`src/rtl/fras_pkg.sv`:
```
// shared types and constants for the fragment reassembler
package fras_pkg;

	localparam int unsigned MaxMessageBytes = 1024;
	localparam int unsigned MsgCntW = $clog2(MaxMessageBytes + 1);
	localparam int unsigned QDepth = 2;

	localparam logic [1:0] OP_RX = 2'd0;
	localparam logic [1:0] OP_ALLOC = 2'd1;
	localparam logic [1:0] OP_TAKE = 2'd2;
	localparam logic [1:0] OP_REL = 2'd3;

	localparam logic [7:0] F_START = 8'h01;
	localparam logic [7:0] F_CONT = 8'h02;
	localparam logic [7:0] F_END = 8'h04;
	localparam logic [7:0] F_ACK = 8'h08;
	localparam logic [7:0] SEQ_MASK = 8'hff;

	localparam logic [1:0] ST_IDLE = 2'd0;
	localparam logic [1:0] ST_PROG = 2'd1;
	localparam logic [1:0] ST_DONE = 2'd2;
	localparam logic [1:0] ST_ERR = 2'd3;

	localparam logic [2:0] STS_OK = 3'd0;
	localparam logic [2:0] STS_BAD_SEQ = 3'd1;
	localparam logic [2:0] STS_BAD_FLAGS = 3'd2;
	localparam logic [2:0] STS_HDR_LONG = 3'd3;
	localparam logic [2:0] STS_TOO_BIG = 3'd4;
	localparam logic [2:0] STS_MISSING = 3'd5;
	localparam logic [2:0] STS_IN_ERR = 3'd6;
	localparam logic [2:0] STS_SHORT = 3'd7;

	localparam logic [2:0] HP_FLAGS = 3'd0;
	localparam logic [2:0] HP_ACK = 3'd1;
	localparam logic [2:0] HP_SEQ = 3'd2;
	localparam logic [2:0] HP_LEN_LO = 3'd3;
	localparam logic [2:0] HP_LEN_HI = 3'd4;
	localparam logic [2:0] HP_PAYLOAD = 3'd5;

	localparam logic CFG_FRAG_SIZE = 1'b0;
	localparam logic CFG_FIRST_ACK = 1'b1;

	typedef struct packed {
		logic [1:0] opcode;
		logic [7:0] in_byte;
		logic       fragment_last;
		logic       in_limit;
	} fras_item_t;

	typedef struct packed {
		logic       data_valid;
		logic [7:0] data_byte;
		logic       ack_seen;
		logic [7:0] ack_number;
		logic       fragment_done;
		logic [2:0] status;
		logic       message_complete;
		logic [7:0] seq_out;
		logic       has_unacked;
		logic [1:0] rx_state;
	} fras_result_t;

	function automatic logic [7:0] seq_inc(input logic [7:0] s);
		return (s + 8'd1) & SEQ_MASK;
	endfunction

endpackage

```
`src/rtl/fras_front.sv`:
```
// front part: takes items, tracks the fragment byte index and tags in-limit bytes
module fras_front import fras_pkg::*; (
	input  logic             clk,
	input  logic             arst_n,
	input  logic             valid,
	output logic             ready,
	input  logic [1:0]       opcode,
	input  logic [7:0]       in_byte,
	input  logic             fragment_last,
	input  logic [15:0]      frag_size,
	input  logic             q_full,
	output logic             push,
	output fras_item_t       item
);

	logic [15:0] byte_count_q;
	logic [15:0] idx;

	assign ready = !q_full;
	assign push  = valid && ready;
	assign idx   = byte_count_q;

	always_comb begin
		item.opcode        = opcode;
		item.in_byte       = in_byte;
		item.fragment_last = fragment_last;
		item.in_limit      = (idx < frag_size);
	end

	always_ff @(posedge clk or negedge arst_n) begin
		if (!arst_n) begin
			byte_count_q <= '0;
		end else if (push && opcode == OP_RX) begin
			if (fragment_last) begin
				byte_count_q <= '0;
			end else if (byte_count_q != 16'hffff) begin
				byte_count_q <= byte_count_q + 16'd1;
			end
		end
	end

endmodule

```
`src/rtl/fras_queue.sv`:
```
// short queue between front and back
module fras_queue import fras_pkg::*; (
	input  logic       clk,
	input  logic       arst_n,
	input  logic       push,
	input  fras_item_t push_item,
	output logic       full,
	output logic       not_empty,
	input  logic       pop,
	output fras_item_t head
);

	localparam int unsigned PtrW = $clog2(QDepth);

	fras_item_t       mem_q [QDepth];
	logic [PtrW-1:0]  wr_q;
	logic [PtrW-1:0]  rd_q;
	logic [PtrW:0]    cnt_q;

	assign full      = (cnt_q == (PtrW+1)'(QDepth));
	assign not_empty = (cnt_q != '0);
	assign head      = mem_q[rd_q];

	always_ff @(posedge clk) begin
		if (push) begin
			mem_q[wr_q] <= push_item;
		end
	end

	always_ff @(posedge clk or negedge arst_n) begin
		if (!arst_n) begin
			wr_q  <= '0;
			rd_q  <= '0;
			cnt_q <= '0;
		end else begin
			if (push) begin
				wr_q <= (wr_q == PtrW'(QDepth - 1)) ? '0 : wr_q + 1'b1;
			end
			if (pop) begin
				rd_q <= (rd_q == PtrW'(QDepth - 1)) ? '0 : rd_q + 1'b1;
			end
			cnt_q <= cnt_q + (PtrW+1)'(push) - (PtrW+1)'(pop);
		end
	end

endmodule

```
`src/rtl/fras_back.sv`:
```
// back part: header parsing, sequence and ack state, result register
module fras_back import fras_pkg::*; (
	input  logic         clk,
	input  logic         arst_n,
	input  logic         q_not_empty,
	input  fras_item_t   item,
	output logic         pop,
	input  logic         cfg_first_wr,
	input  logic         cfg_first_val,
	output logic         out_valid,
	input  logic         out_ready,
	output fras_result_t result
);

	logic [1:0]         rstate_q;
	logic [2:0]         hpos_q;
	logic [7:0]         hflags_q;
	logic               drop_q, resync_q;
	logic [2:0]         fstat_q;
	logic [15:0]        mlen_q;
	logic [MsgCntW-1:0] mcnt_q;
	logic [7:0]         rx_next_q, rx_newest_q, rx_oldest_q;
	logic [7:0]         tx_next_q, tx_newest_q, tx_oldest_q;
	logic               awaiting_q;

	logic [1:0]         rstate_d;
	logic [2:0]         hpos_d;
	logic [7:0]         hflags_d;
	logic               drop_d, resync_d;
	logic [2:0]         fstat_d;
	logic [15:0]        mlen_d;
	logic [MsgCntW-1:0] mcnt_d;
	logic [7:0]         rx_next_d, rx_newest_d, rx_oldest_d;
	logic [7:0]         tx_next_d, tx_newest_d, tx_oldest_d;
	logic               awaiting_d;
	fras_result_t       res_d;
	logic               ack_ok;
	logic [7:0]         b;

	assign pop = q_not_empty && (!out_valid || out_ready);
	assign b   = item.in_byte;

	always_comb begin
		if (!awaiting_q) begin
			ack_ok = 1'b0;
		end else if (tx_newest_q >= tx_oldest_q) begin
			ack_ok = (b <= tx_newest_q) && (b >= tx_oldest_q);
		end else begin
			ack_ok = (b <= tx_newest_q) || (b >= tx_oldest_q);
		end
	end

	always_comb begin
		rstate_d    = rstate_q;
		hpos_d      = hpos_q;
		hflags_d    = hflags_q;
		drop_d      = drop_q;
		resync_d    = resync_q;
		fstat_d     = fstat_q;
		mlen_d      = mlen_q;
		mcnt_d      = mcnt_q;
		rx_next_d   = rx_next_q;
		rx_newest_d = rx_newest_q;
		rx_oldest_d = rx_oldest_q;
		tx_next_d   = tx_next_q;
		tx_newest_d = tx_newest_q;
		tx_oldest_d = tx_oldest_q;
		awaiting_d  = awaiting_q;
		res_d       = '0;
		unique case (item.opcode)
			OP_RX: begin
				if (hpos_q == HP_FLAGS) begin
					fstat_d  = STS_OK;
					drop_d   = 1'b0;
					resync_d = 1'b0;
				end
				if (!drop_d) begin
					unique case (hpos_q)
						HP_FLAGS: begin
							hflags_d = b;
							hpos_d   = ((b & F_ACK) != '0) ? HP_ACK : HP_SEQ;
						end
						HP_ACK: begin
							res_d.ack_number = b;
							hpos_d = HP_SEQ;
							if (ack_ok) begin
								res_d.ack_seen = 1'b1;
								if (tx_newest_q == b) begin
									tx_oldest_d = b;
									awaiting_d  = 1'b0;
								end else begin
									tx_oldest_d = seq_inc(b);
								end
							end else begin
								resync_d = 1'b1;
							end
						end
						HP_SEQ: begin
							rx_newest_d = b;
							if (resync_q) begin
								rx_next_d = seq_inc(b);
								resync_d  = 1'b0;
								drop_d    = 1'b1;
							end else if (b < rx_next_q) begin
								drop_d = 1'b1;
							end else if (b != rx_next_q) begin
								rstate_d = ST_ERR; fstat_d = STS_BAD_SEQ; drop_d = 1'b1;
							end else begin
								rx_next_d = seq_inc(rx_next_q);
								if ((hflags_q & (F_START | F_CONT | F_END)) == '0) begin
									drop_d = 1'b1;
								end else if (!item.in_limit) begin
									rstate_d = ST_ERR; fstat_d = STS_HDR_LONG; drop_d = 1'b1;
								end else if (rstate_q == ST_IDLE) begin
									if ((hflags_q & F_START) != '0) begin
										hpos_d = HP_LEN_LO;
									end else begin
										rstate_d = ST_ERR; fstat_d = STS_BAD_FLAGS;
										drop_d = 1'b1;
									end
								end else if (rstate_q == ST_PROG) begin
									if ((hflags_q & F_START) != '0 ||
									    (hflags_q & (F_CONT | F_END)) == '0) begin
										rstate_d = ST_ERR; fstat_d = STS_BAD_FLAGS;
										drop_d = 1'b1;
									end else begin
										hpos_d = HP_PAYLOAD;
									end
								end else begin
									rstate_d = ST_ERR; fstat_d = STS_IN_ERR; drop_d = 1'b1;
								end
							end
						end
						HP_LEN_LO: begin
							if (item.in_limit) begin
								mlen_d = {8'd0, b};
								hpos_d = HP_LEN_HI;
							end
						end
						HP_LEN_HI: begin
							if (item.in_limit) begin
								mlen_d   = {b, mlen_q[7:0]};
								rstate_d = ST_PROG;
								mcnt_d   = '0;
								hpos_d   = HP_PAYLOAD;
							end
						end
						default: begin
							if (item.in_limit) begin
								if (mcnt_q >= MsgCntW'(MaxMessageBytes)) begin
									rstate_d = ST_ERR; fstat_d = STS_TOO_BIG; drop_d = 1'b1;
								end else begin
									if (16'(mcnt_q) < mlen_q) begin
										res_d.data_valid = 1'b1;
										res_d.data_byte  = b;
									end
									mcnt_d = mcnt_q + 1'b1;
								end
							end
						end
					endcase
				end
				if (item.fragment_last) begin
					if (!drop_d) begin
						if (hpos_d < HP_PAYLOAD) begin
							rstate_d = ST_ERR; fstat_d = STS_SHORT;
						end else if ((hflags_d & F_END) != '0) begin
							if (16'(mcnt_d) >= mlen_d) begin
								rstate_d = ST_DONE;
								res_d.message_complete = 1'b1;
							end else begin
								rstate_d = ST_ERR; fstat_d = STS_MISSING;
							end
						end
					end
					res_d.fragment_done = 1'b1;
					hpos_d   = HP_FLAGS;
					drop_d   = 1'b0;
					resync_d = 1'b0;
				end
				res_d.status = fstat_d;
			end
			OP_ALLOC: begin
				res_d.seq_out = tx_next_q;
				if (!awaiting_q) begin
					awaiting_d  = 1'b1;
					tx_oldest_d = tx_next_q;
				end
				tx_newest_d = tx_next_q;
				tx_next_d   = seq_inc(tx_next_q);
			end
			OP_TAKE: begin
				res_d.seq_out = rx_newest_q;
				rx_newest_d   = rx_next_q;
				rx_oldest_d   = rx_next_q;
			end
			default: begin
				if (rstate_q == ST_DONE) begin
					rstate_d = ST_IDLE;
				end
			end
		endcase
		res_d.has_unacked = (rx_oldest_d != rx_next_d);
		res_d.rx_state    = rstate_d;
	end

	always_ff @(posedge clk) begin
		if (pop) begin
			result <= res_d;
		end
	end

	always_ff @(posedge clk or negedge arst_n) begin
		if (!arst_n) begin
			out_valid   <= 1'b0;
			rstate_q    <= ST_IDLE;
			hpos_q      <= HP_FLAGS;
			hflags_q    <= '0;
			drop_q      <= 1'b0;
			resync_q    <= 1'b0;
			fstat_q     <= STS_OK;
			mlen_q      <= '0;
			mcnt_q      <= '0;
			rx_next_q   <= 8'd1;
			rx_newest_q <= '0;
			rx_oldest_q <= '0;
			tx_next_q   <= '0;
			tx_newest_q <= '0;
			tx_oldest_q <= '0;
			awaiting_q  <= 1'b0;
		end else if (cfg_first_wr) begin
			rx_newest_q <= '0;
			rx_oldest_q <= '0;
			tx_newest_q <= '0;
			tx_oldest_q <= '0;
			tx_next_q   <= {7'd0, cfg_first_val};
			awaiting_q  <= cfg_first_val;
			rx_next_q   <= {7'd0, !cfg_first_val};
		end else begin
			if (pop) begin
				out_valid <= 1'b1;
			end else if (out_ready) begin
				out_valid <= 1'b0;
			end
			if (pop) begin
				rstate_q    <= rstate_d;
				hpos_q      <= hpos_d;
				hflags_q    <= hflags_d;
				drop_q      <= drop_d;
				resync_q    <= resync_d;
				fstat_q     <= fstat_d;
				mlen_q      <= mlen_d;
				mcnt_q      <= mcnt_d;
				rx_next_q   <= rx_next_d;
				rx_newest_q <= rx_newest_d;
				rx_oldest_q <= rx_oldest_d;
				tx_next_q   <= tx_next_d;
				tx_newest_q <= tx_newest_d;
				tx_oldest_q <= tx_oldest_d;
				awaiting_q  <= awaiting_d;
			end
		end
	end

endmodule

```
`src/rtl/fragment_reassembler_seq_ack.sv`:
```
// top level of the fragment reassembler with sequence and ack tracking
// One item a cycle while the output is not stalled: the front tags each byte with its
// position against the fragment size, a two-entry queue feeds the back, which parses the
// header, moves the sequence and ack windows and registers one result item per input item.
// Each item is held in the queue and then in the back's result register; while the output
// stalls the queue still takes items until it holds two, and then ready drops.
module fragment_reassembler_seq_ack import fras_pkg::*; (
	input  logic        clk,
	input  logic        arst_n,
	input  logic        valid,
	output logic        ready,
	input  logic [1:0]  opcode,
	input  logic [7:0]  in_byte,
	input  logic        fragment_last,
	input  logic        cfg_valid,
	output logic        cfg_ready,
	input  logic [0:0]  cfg_index,
	input  logic [15:0] cfg_data,
	output logic        out_valid,
	input  logic        out_ready,
	output logic        data_valid,
	output logic [7:0]  data_byte,
	output logic        ack_seen,
	output logic [7:0]  ack_number,
	output logic        fragment_done,
	output logic [2:0]  status,
	output logic        message_complete,
	output logic [7:0]  seq_out,
	output logic        has_unacked,
	output logic [1:0]  rx_state
);

	logic [15:0]  frag_size_q;
	logic         q_full, q_not_empty, push, pop, cfg_wr;
	fras_item_t   f_item, q_head;
	fras_result_t res;

	assign cfg_ready = 1'b1;
	assign cfg_wr    = cfg_valid && cfg_ready;

	always_ff @(posedge clk or negedge arst_n) begin
		if (!arst_n) begin
			frag_size_q <= 16'd512;
		end else if (cfg_wr && cfg_index == CFG_FRAG_SIZE) begin
			frag_size_q <= cfg_data;
		end
	end

	fras_front u_front (
		.clk(clk), .arst_n(arst_n), .valid(valid), .ready(ready), .opcode(opcode),
		.in_byte(in_byte), .fragment_last(fragment_last), .frag_size(frag_size_q),
		.q_full(q_full), .push(push), .item(f_item)
	);

	fras_queue u_queue (
		.clk(clk), .arst_n(arst_n), .push(push), .push_item(f_item), .full(q_full),
		.not_empty(q_not_empty), .pop(pop), .head(q_head)
	);

	fras_back u_back (
		.clk(clk), .arst_n(arst_n), .q_not_empty(q_not_empty), .item(q_head), .pop(pop),
		.cfg_first_wr(cfg_wr && cfg_index == CFG_FIRST_ACK), .cfg_first_val(cfg_data[0]),
		.out_valid(out_valid), .out_ready(out_ready), .result(res)
	);

	assign data_valid       = res.data_valid;
	assign data_byte        = res.data_byte;
	assign ack_seen         = res.ack_seen;
	assign ack_number       = res.ack_number;
	assign fragment_done    = res.fragment_done;
	assign status           = res.status;
	assign message_complete = res.message_complete;
	assign seq_out          = res.seq_out;
	assign has_unacked      = res.has_unacked;
	assign rx_state         = res.rx_state;

endmodule

```
`config.mk`:
```
export PLATFORM = sky130hd
export DESIGN_NAME = fragment_reassembler_seq_ack
export DESIGN_NICKNAME = d
export VERILOG_FILES = /design/src/rtl/fras_pkg.sv /design/src/rtl/fras_front.sv /design/src/rtl/fras_queue.sv /design/src/rtl/fras_back.sv /design/src/rtl/fragment_reassembler_seq_ack.sv
export SDC_FILE = /design/constraint.sdc
export NUM_CORES = 1
export LEC_CHECK = 0
export BUFFER_PORTS_ARGS = -buffer_cell sky130_fd_sc_hd__buf_4
export CAP_MARGIN = 20
export CORE_ASPECT_RATIO = 1.1
export CORE_MARGIN = 2
export CORE_UTILIZATION = 67
export CTS_CLUSTER_DIAMETER = 80
export DETAILED_ROUTE_END_ITERATION = 8
export HOLD_SLACK_MARGIN = 0.08
export PLACE_DENSITY = 0.87
export SLEW_MARGIN = 20
export SYNTH_ARGS = -nofsm -noshare
export SYNTH_HDL_FRONTEND = slang
export SYNTH_SLANG_ARGS = --single-unit
```
`constraint.sdc`:
```
create_clock -name clk -period 9.3 [get_ports clk]
set_clock_uncertainty 0.05 [all_clocks]
set_input_delay 1.395 -clock clk [delete_from_list [all_inputs] [get_ports clk]]
set_output_delay 1.395 -clock clk [all_outputs]
set_load 0.005 [all_outputs]
```
==> results_tabular.tex <==
\begin{tabular}{lr}
\hline
Metric & Value \\
\hline
\multicolumn{2}{l}{\textbf{Routing}} \\
Total number of vias & roughly 10,000 \\
Wire length on met3 & about 3100 um \\
Total Routed Length & between 30,000 and 40,000 um \\
Met1 WL & about 13,000 um \\
Max Used Layer & met4 \\
Drt pass-1 iters & 6 \\
Mean routed wirelength per cell & just over 20 um \\
Via-to-Cell Ratio & 6.55 \\
Remaining antenna violation count & 0 \\
DRT iter0 DRCs & around 1,200 \\
Wire length on met2 & between 15,000 and 20,000 um \\
DRC violation count after routing & 0 \\
\multicolumn{2}{l}{\textbf{Floorplanning}} \\
Overall die area & between 15,000 and 20,000 um2 \\
Width of the die & between 100 and 150 um \\
Vertical die dimension & approximately 140 um \\
Number of top-level design ports & 70 \\
Initial Utilization & 0.682 \\
Placement row count & 50 \\
Area inside the core boundary & between 15,000 and 20,000 um2 \\
\multicolumn{2}{l}{\textbf{Placed design}} \\
Hpwl dp & between 20,000 and 25,000 um \\
\# placed instances & $\sim$1,600 \\
DP Worst Slack & 4.66 ns \\
Placement Cell Area & $\sim$12,000 um2 \\
Count of buffers from port buffering & 68 \\
Placer Congestion & 0.994 \\
\multicolumn{2}{l}{\textbf{Clocking}} \\
Post-CTS resize count & 0 \\
Clock root buffer & sky130\_fd\_sc\_hd\_\_clkbuf\_16 \\
Clk sink count & $\sim$180 \\
Clock Latency Late Sink & 0.45 ns \\
Maximum count of clock buffers along a single path & 2 \\
Clock tree from TritonCTS & done \\
Hold Buf Count CTS & 0 \\
Total CTS buffers & 17 \\
Register clock-pin slew on the reported worst setup and hold paths & about 0.08 ns \\
Number of H-tree levels & 4 \\
Setup repair bufs after CTS & 0 \\
\multicolumn{2}{l}{\textbf{Worst setup path}} \\
Category of the worst setup path capture point & register \\
Data arrival time at the worst-slack endpoint & around 4.9 ns \\
Dominant cell type by count on the critical path & sky130\_fd\_sc\_hd\_\_o221ai\_1 \\
Cells along the critical path & mux2i\_2 > inv\_1 > ha\_1 > a211oi\_1 > o21bai\_2 > nor3\_1 > nor3\_1 > o221ai\_1 > o221ai\_1 > nor4\_1 > o221ai\_1 \\
Crit start category & register \\
Critical path's slowest cell & sky130\_fd\_sc\_hd\_\_dfrtp\_1 \\
Critical path class & register to register \\
Worst path max stage delay & between 0.9 and 1 ns \\
Highest fanout seen on the critical path & 19 \\
Required arrival time at the worst endpoint & $\sim$9.4 ns \\
\multicolumn{2}{l}{\textbf{Power}} \\
Net switching power & roughly 1.7 mW \\
Clock network fraction of design power & 0.190 \\
Power share of the sequential group & 0.333 \\
Pwr Total & about 4 mW \\
Pwr/cell area & between 300 and 400 nW/um2 \\
LEAKAGE & 5.47 nW \\
Worst IR Drop VDD & slightly above 0.2 mV \\
Comb pwr share & 0.476 \\
Internal power component & between 2 and 2.5 mW \\
Switching share of total power & 0.443 \\
\multicolumn{2}{l}{\textbf{Timing}} \\
\# setup viols final & 0 \\
Normalized max-slew margin & 0.341 \\
Peak clock frequency supported by timing & between 200 and 250 MHz \\
Post-route minimum period & slightly below 5 ns \\
Final slew viol count & 0 \\
Slew at the pin closest to its max-slew limit & a little under 1 ns \\
Tcrit/Tclk final & 0.517 \\
Total negative slack & 0 ns \\
Post-route worst hold slack & approximately 0.45 ns \\
Count of endpoints failing hold in the final timing report & 0 \\
Unrepaired setup endpoints after global routing & no \\
Final worst setup slack & 4.50 ns \\
\multicolumn{2}{l}{\textbf{Global route}} \\
Pin count of the biggest net entering global routing & 70 \\
Vias in the first global route & around 10,000 \\
All-layer global routing usage & 0.364 \\
First-pass GRT wire length & between 50,000 and 60,000 um \\
Gr ovfl total & 0 \\
Antenna violations before repair & 0 \\
\multicolumn{2}{l}{\textbf{Yosys}} \\
Net count after synthesis & around 1,400 \\
Fraction of the yosys area taken by sequential cells & 0.422 \\
Cell count after synthesis & $\sim$1,300 \\
Number of flops mapped to enable cells by yosys & 58 \\
Number of register bits inferred by synthesis & 184 \\
Post-synthesis cell area & approximately 12,000 um2 \\
Async S/R FF share, synth & 0.685 \\
Library cells used by synthesis & slightly above 80 \\
Mean instance size in the synthesized netlist & just under 9 um2 \\
Yosys synthesis warning count & 0 \\
Post-synth top flop & sky130\_fd\_sc\_hd\_\_dfrtp\_1 \\
\multicolumn{2}{l}{\textbf{Cells and area}} \\
Number of diodes & 0 \\
Final core utilization & 0.755 \\
Layout Nets & 1,449 \\
Area taken by flip-flops and latches & $\sim$4900 um2 \\
Synthesis-to-finish area growth & 10.8\% \\
Final Non-Filler Cells & $\sim$1,600 \\
Post-route cell area & $\sim$13,000 um2 \\
Fillers & about 1,200 \\
Area occupied by multi-input gates & a little over 6000 um2 \\
Layout cells sized above 1 & 0.110 \\
\multicolumn{2}{l}{\textbf{Status}} \\
Result of the run & complete, no violations \\
\multicolumn{2}{l}{\textbf{Worst hold path}} \\
Hold Crit Class & register to register \\
\multicolumn{2}{l}{\textbf{Job}} \\
Max cap viols & 0 \\
\hline
\end{tabular}
==> layout by cell type (no fill, tap or decap), drive strengths merged, types with 14 or more instances in the layout <==
cell,count
clkbuf,19
nor2,110
o31ai,15
a21o,15
xnor2,23
ha,80
a21oi,87
o21ai,94
nor3,37
edfxtp,58
nor4,18
xor2,15
nand3,46
nand2,170
buf,82
nand2b,18
inv,87
mux2i,26
dfrtp,124
nand4,19
a211oi,14
nor2b,16
==> layer usage <==
metal  GRT usage  vias up
li1            -     4740
met1       0.494     4925
met2       0.582      601
met3      0.0756       99
met4       0.137        0
met5           0        -
==> state kept, by name, summed over array words and instances (netlist names), 11 cells and up <==
name                  cells
frag_size_q              16
u_back.mlen_q            16
u_back.result            34
u_queue.mem_q            24
u_front.byte_count_q     16
u_back.mcnt_q            11
==> cells in the mapped netlist, types with 10 or more instances <==
cell / instances / area (um2)
sky130_fd_sc_hd__a211oi_1: 13 / 97.6
sky130_fd_sc_hd__a21o_1: 15 / 113
sky130_fd_sc_hd__a21oi_1: 87 / 435
sky130_fd_sc_hd__and2_1: 10 / 62.6
sky130_fd_sc_hd__and3_1: 13 / 81.3
sky130_fd_sc_hd__buf_1: 10 / 37.5
sky130_fd_sc_hd__clkbuf_1: 47 / 176
sky130_fd_sc_hd__dfrtp_1: 124 / 3100
sky130_fd_sc_hd__edfxtp_1: 58 / 1740
sky130_fd_sc_hd__ha_1: 80 / 1000
sky130_fd_sc_hd__inv_1: 77 / 289
sky130_fd_sc_hd__mux2_2: 10 / 113
sky130_fd_sc_hd__mux2i_1: 23 / 230
sky130_fd_sc_hd__nand2_1: 170 / 638
sky130_fd_sc_hd__nand2b_1: 18 / 113
sky130_fd_sc_hd__nand3_1: 46 / 230
sky130_fd_sc_hd__nand4_1: 19 / 119
sky130_fd_sc_hd__nor2_1: 107 / 402
sky130_fd_sc_hd__nor2b_1: 16 / 100
sky130_fd_sc_hd__nor3_1: 36 / 180
sky130_fd_sc_hd__nor4_1: 17 / 106
sky130_fd_sc_hd__o211ai_1: 10 / 75.1
sky130_fd_sc_hd__o21ai_0: 91 / 455
sky130_fd_sc_hd__o31ai_1: 15 / 113
sky130_fd_sc_hd__or3_1: 10 / 62.6
sky130_fd_sc_hd__xnor2_1: 23 / 201
sky130_fd_sc_hd__xor2_1: 15 / 131
==> worst paths after layout <==
kind	slack, ns	end	startpoint	cells after the start
min reg2reg	0.45	u_back.mlen_q[13]	u_back.mlen_q[13]	2
max reg2reg	4.50	u_back.result[2]	u_queue.rd_q	11
min	0.45	u_back.mlen_q[13]	u_back.mlen_q[13]	2
max in group asynchronous	6.85	u_back.tx_next_q[5]	arst_n	2
max	4.50	u_back.result[2]	u_queue.rd_q	11
min in group asynchronous	1.03	u_back.mcnt_q[7]	arst_n	1
==> kinds of logic (layout without fill, tap and decap cells) <==
logic type | count (synthesis) | count (layout) | share of synthesized area
simple gates | 486 | 486 | 0.199
compound gates | 328 | 328 | 0.180
flops | 184 | 184 | 0.422
buf+inv | 148 | 195 | 0.0497
fa+ha+maj | 80 | 80 | 0.0863
xor+xnor | 38 | 38 | 0.0287
mux | 37 | 37 | 0.0341
other cells | 1 | 1 | 0.000323
==> power groups by stage <==
stage               sequential, mW  combinational (mW)  clock, mW
floorplan                     1.21                1.31          0
global placement              1.30                1.76          0
detailed placement            1.30                1.80          0
CTS                           1.29                1.82      0.746
global route                  1.33                2.04      0.778
finish                        1.30                1.86      0.744
==> area by class of cell <==
type | count | area share
multi-input cells | 970 | 0.478
flip-flops and latches | 184 | 0.381
repair buffers | 82 | 0.0479
clock buffers | 19 | 0.0356
inverters | 81 | 0.0237
well taps | 234 | 0.0228
clock inverters | 13 | 0.0113
==> worst max-delay path: cells and delay by family (launching register included) <==
kind,cells,cell delay [ns]
AND/OR/NAND/NOR,3,1.25
AO/OA/AOI/OAI,5,1.12
adder cells (fa/ha/maj),1,0.28
buffers and inverters,1,0.28
multiplexers,1,0.62
flip-flops,1,0.91
(Power assumes the default switching activity.)
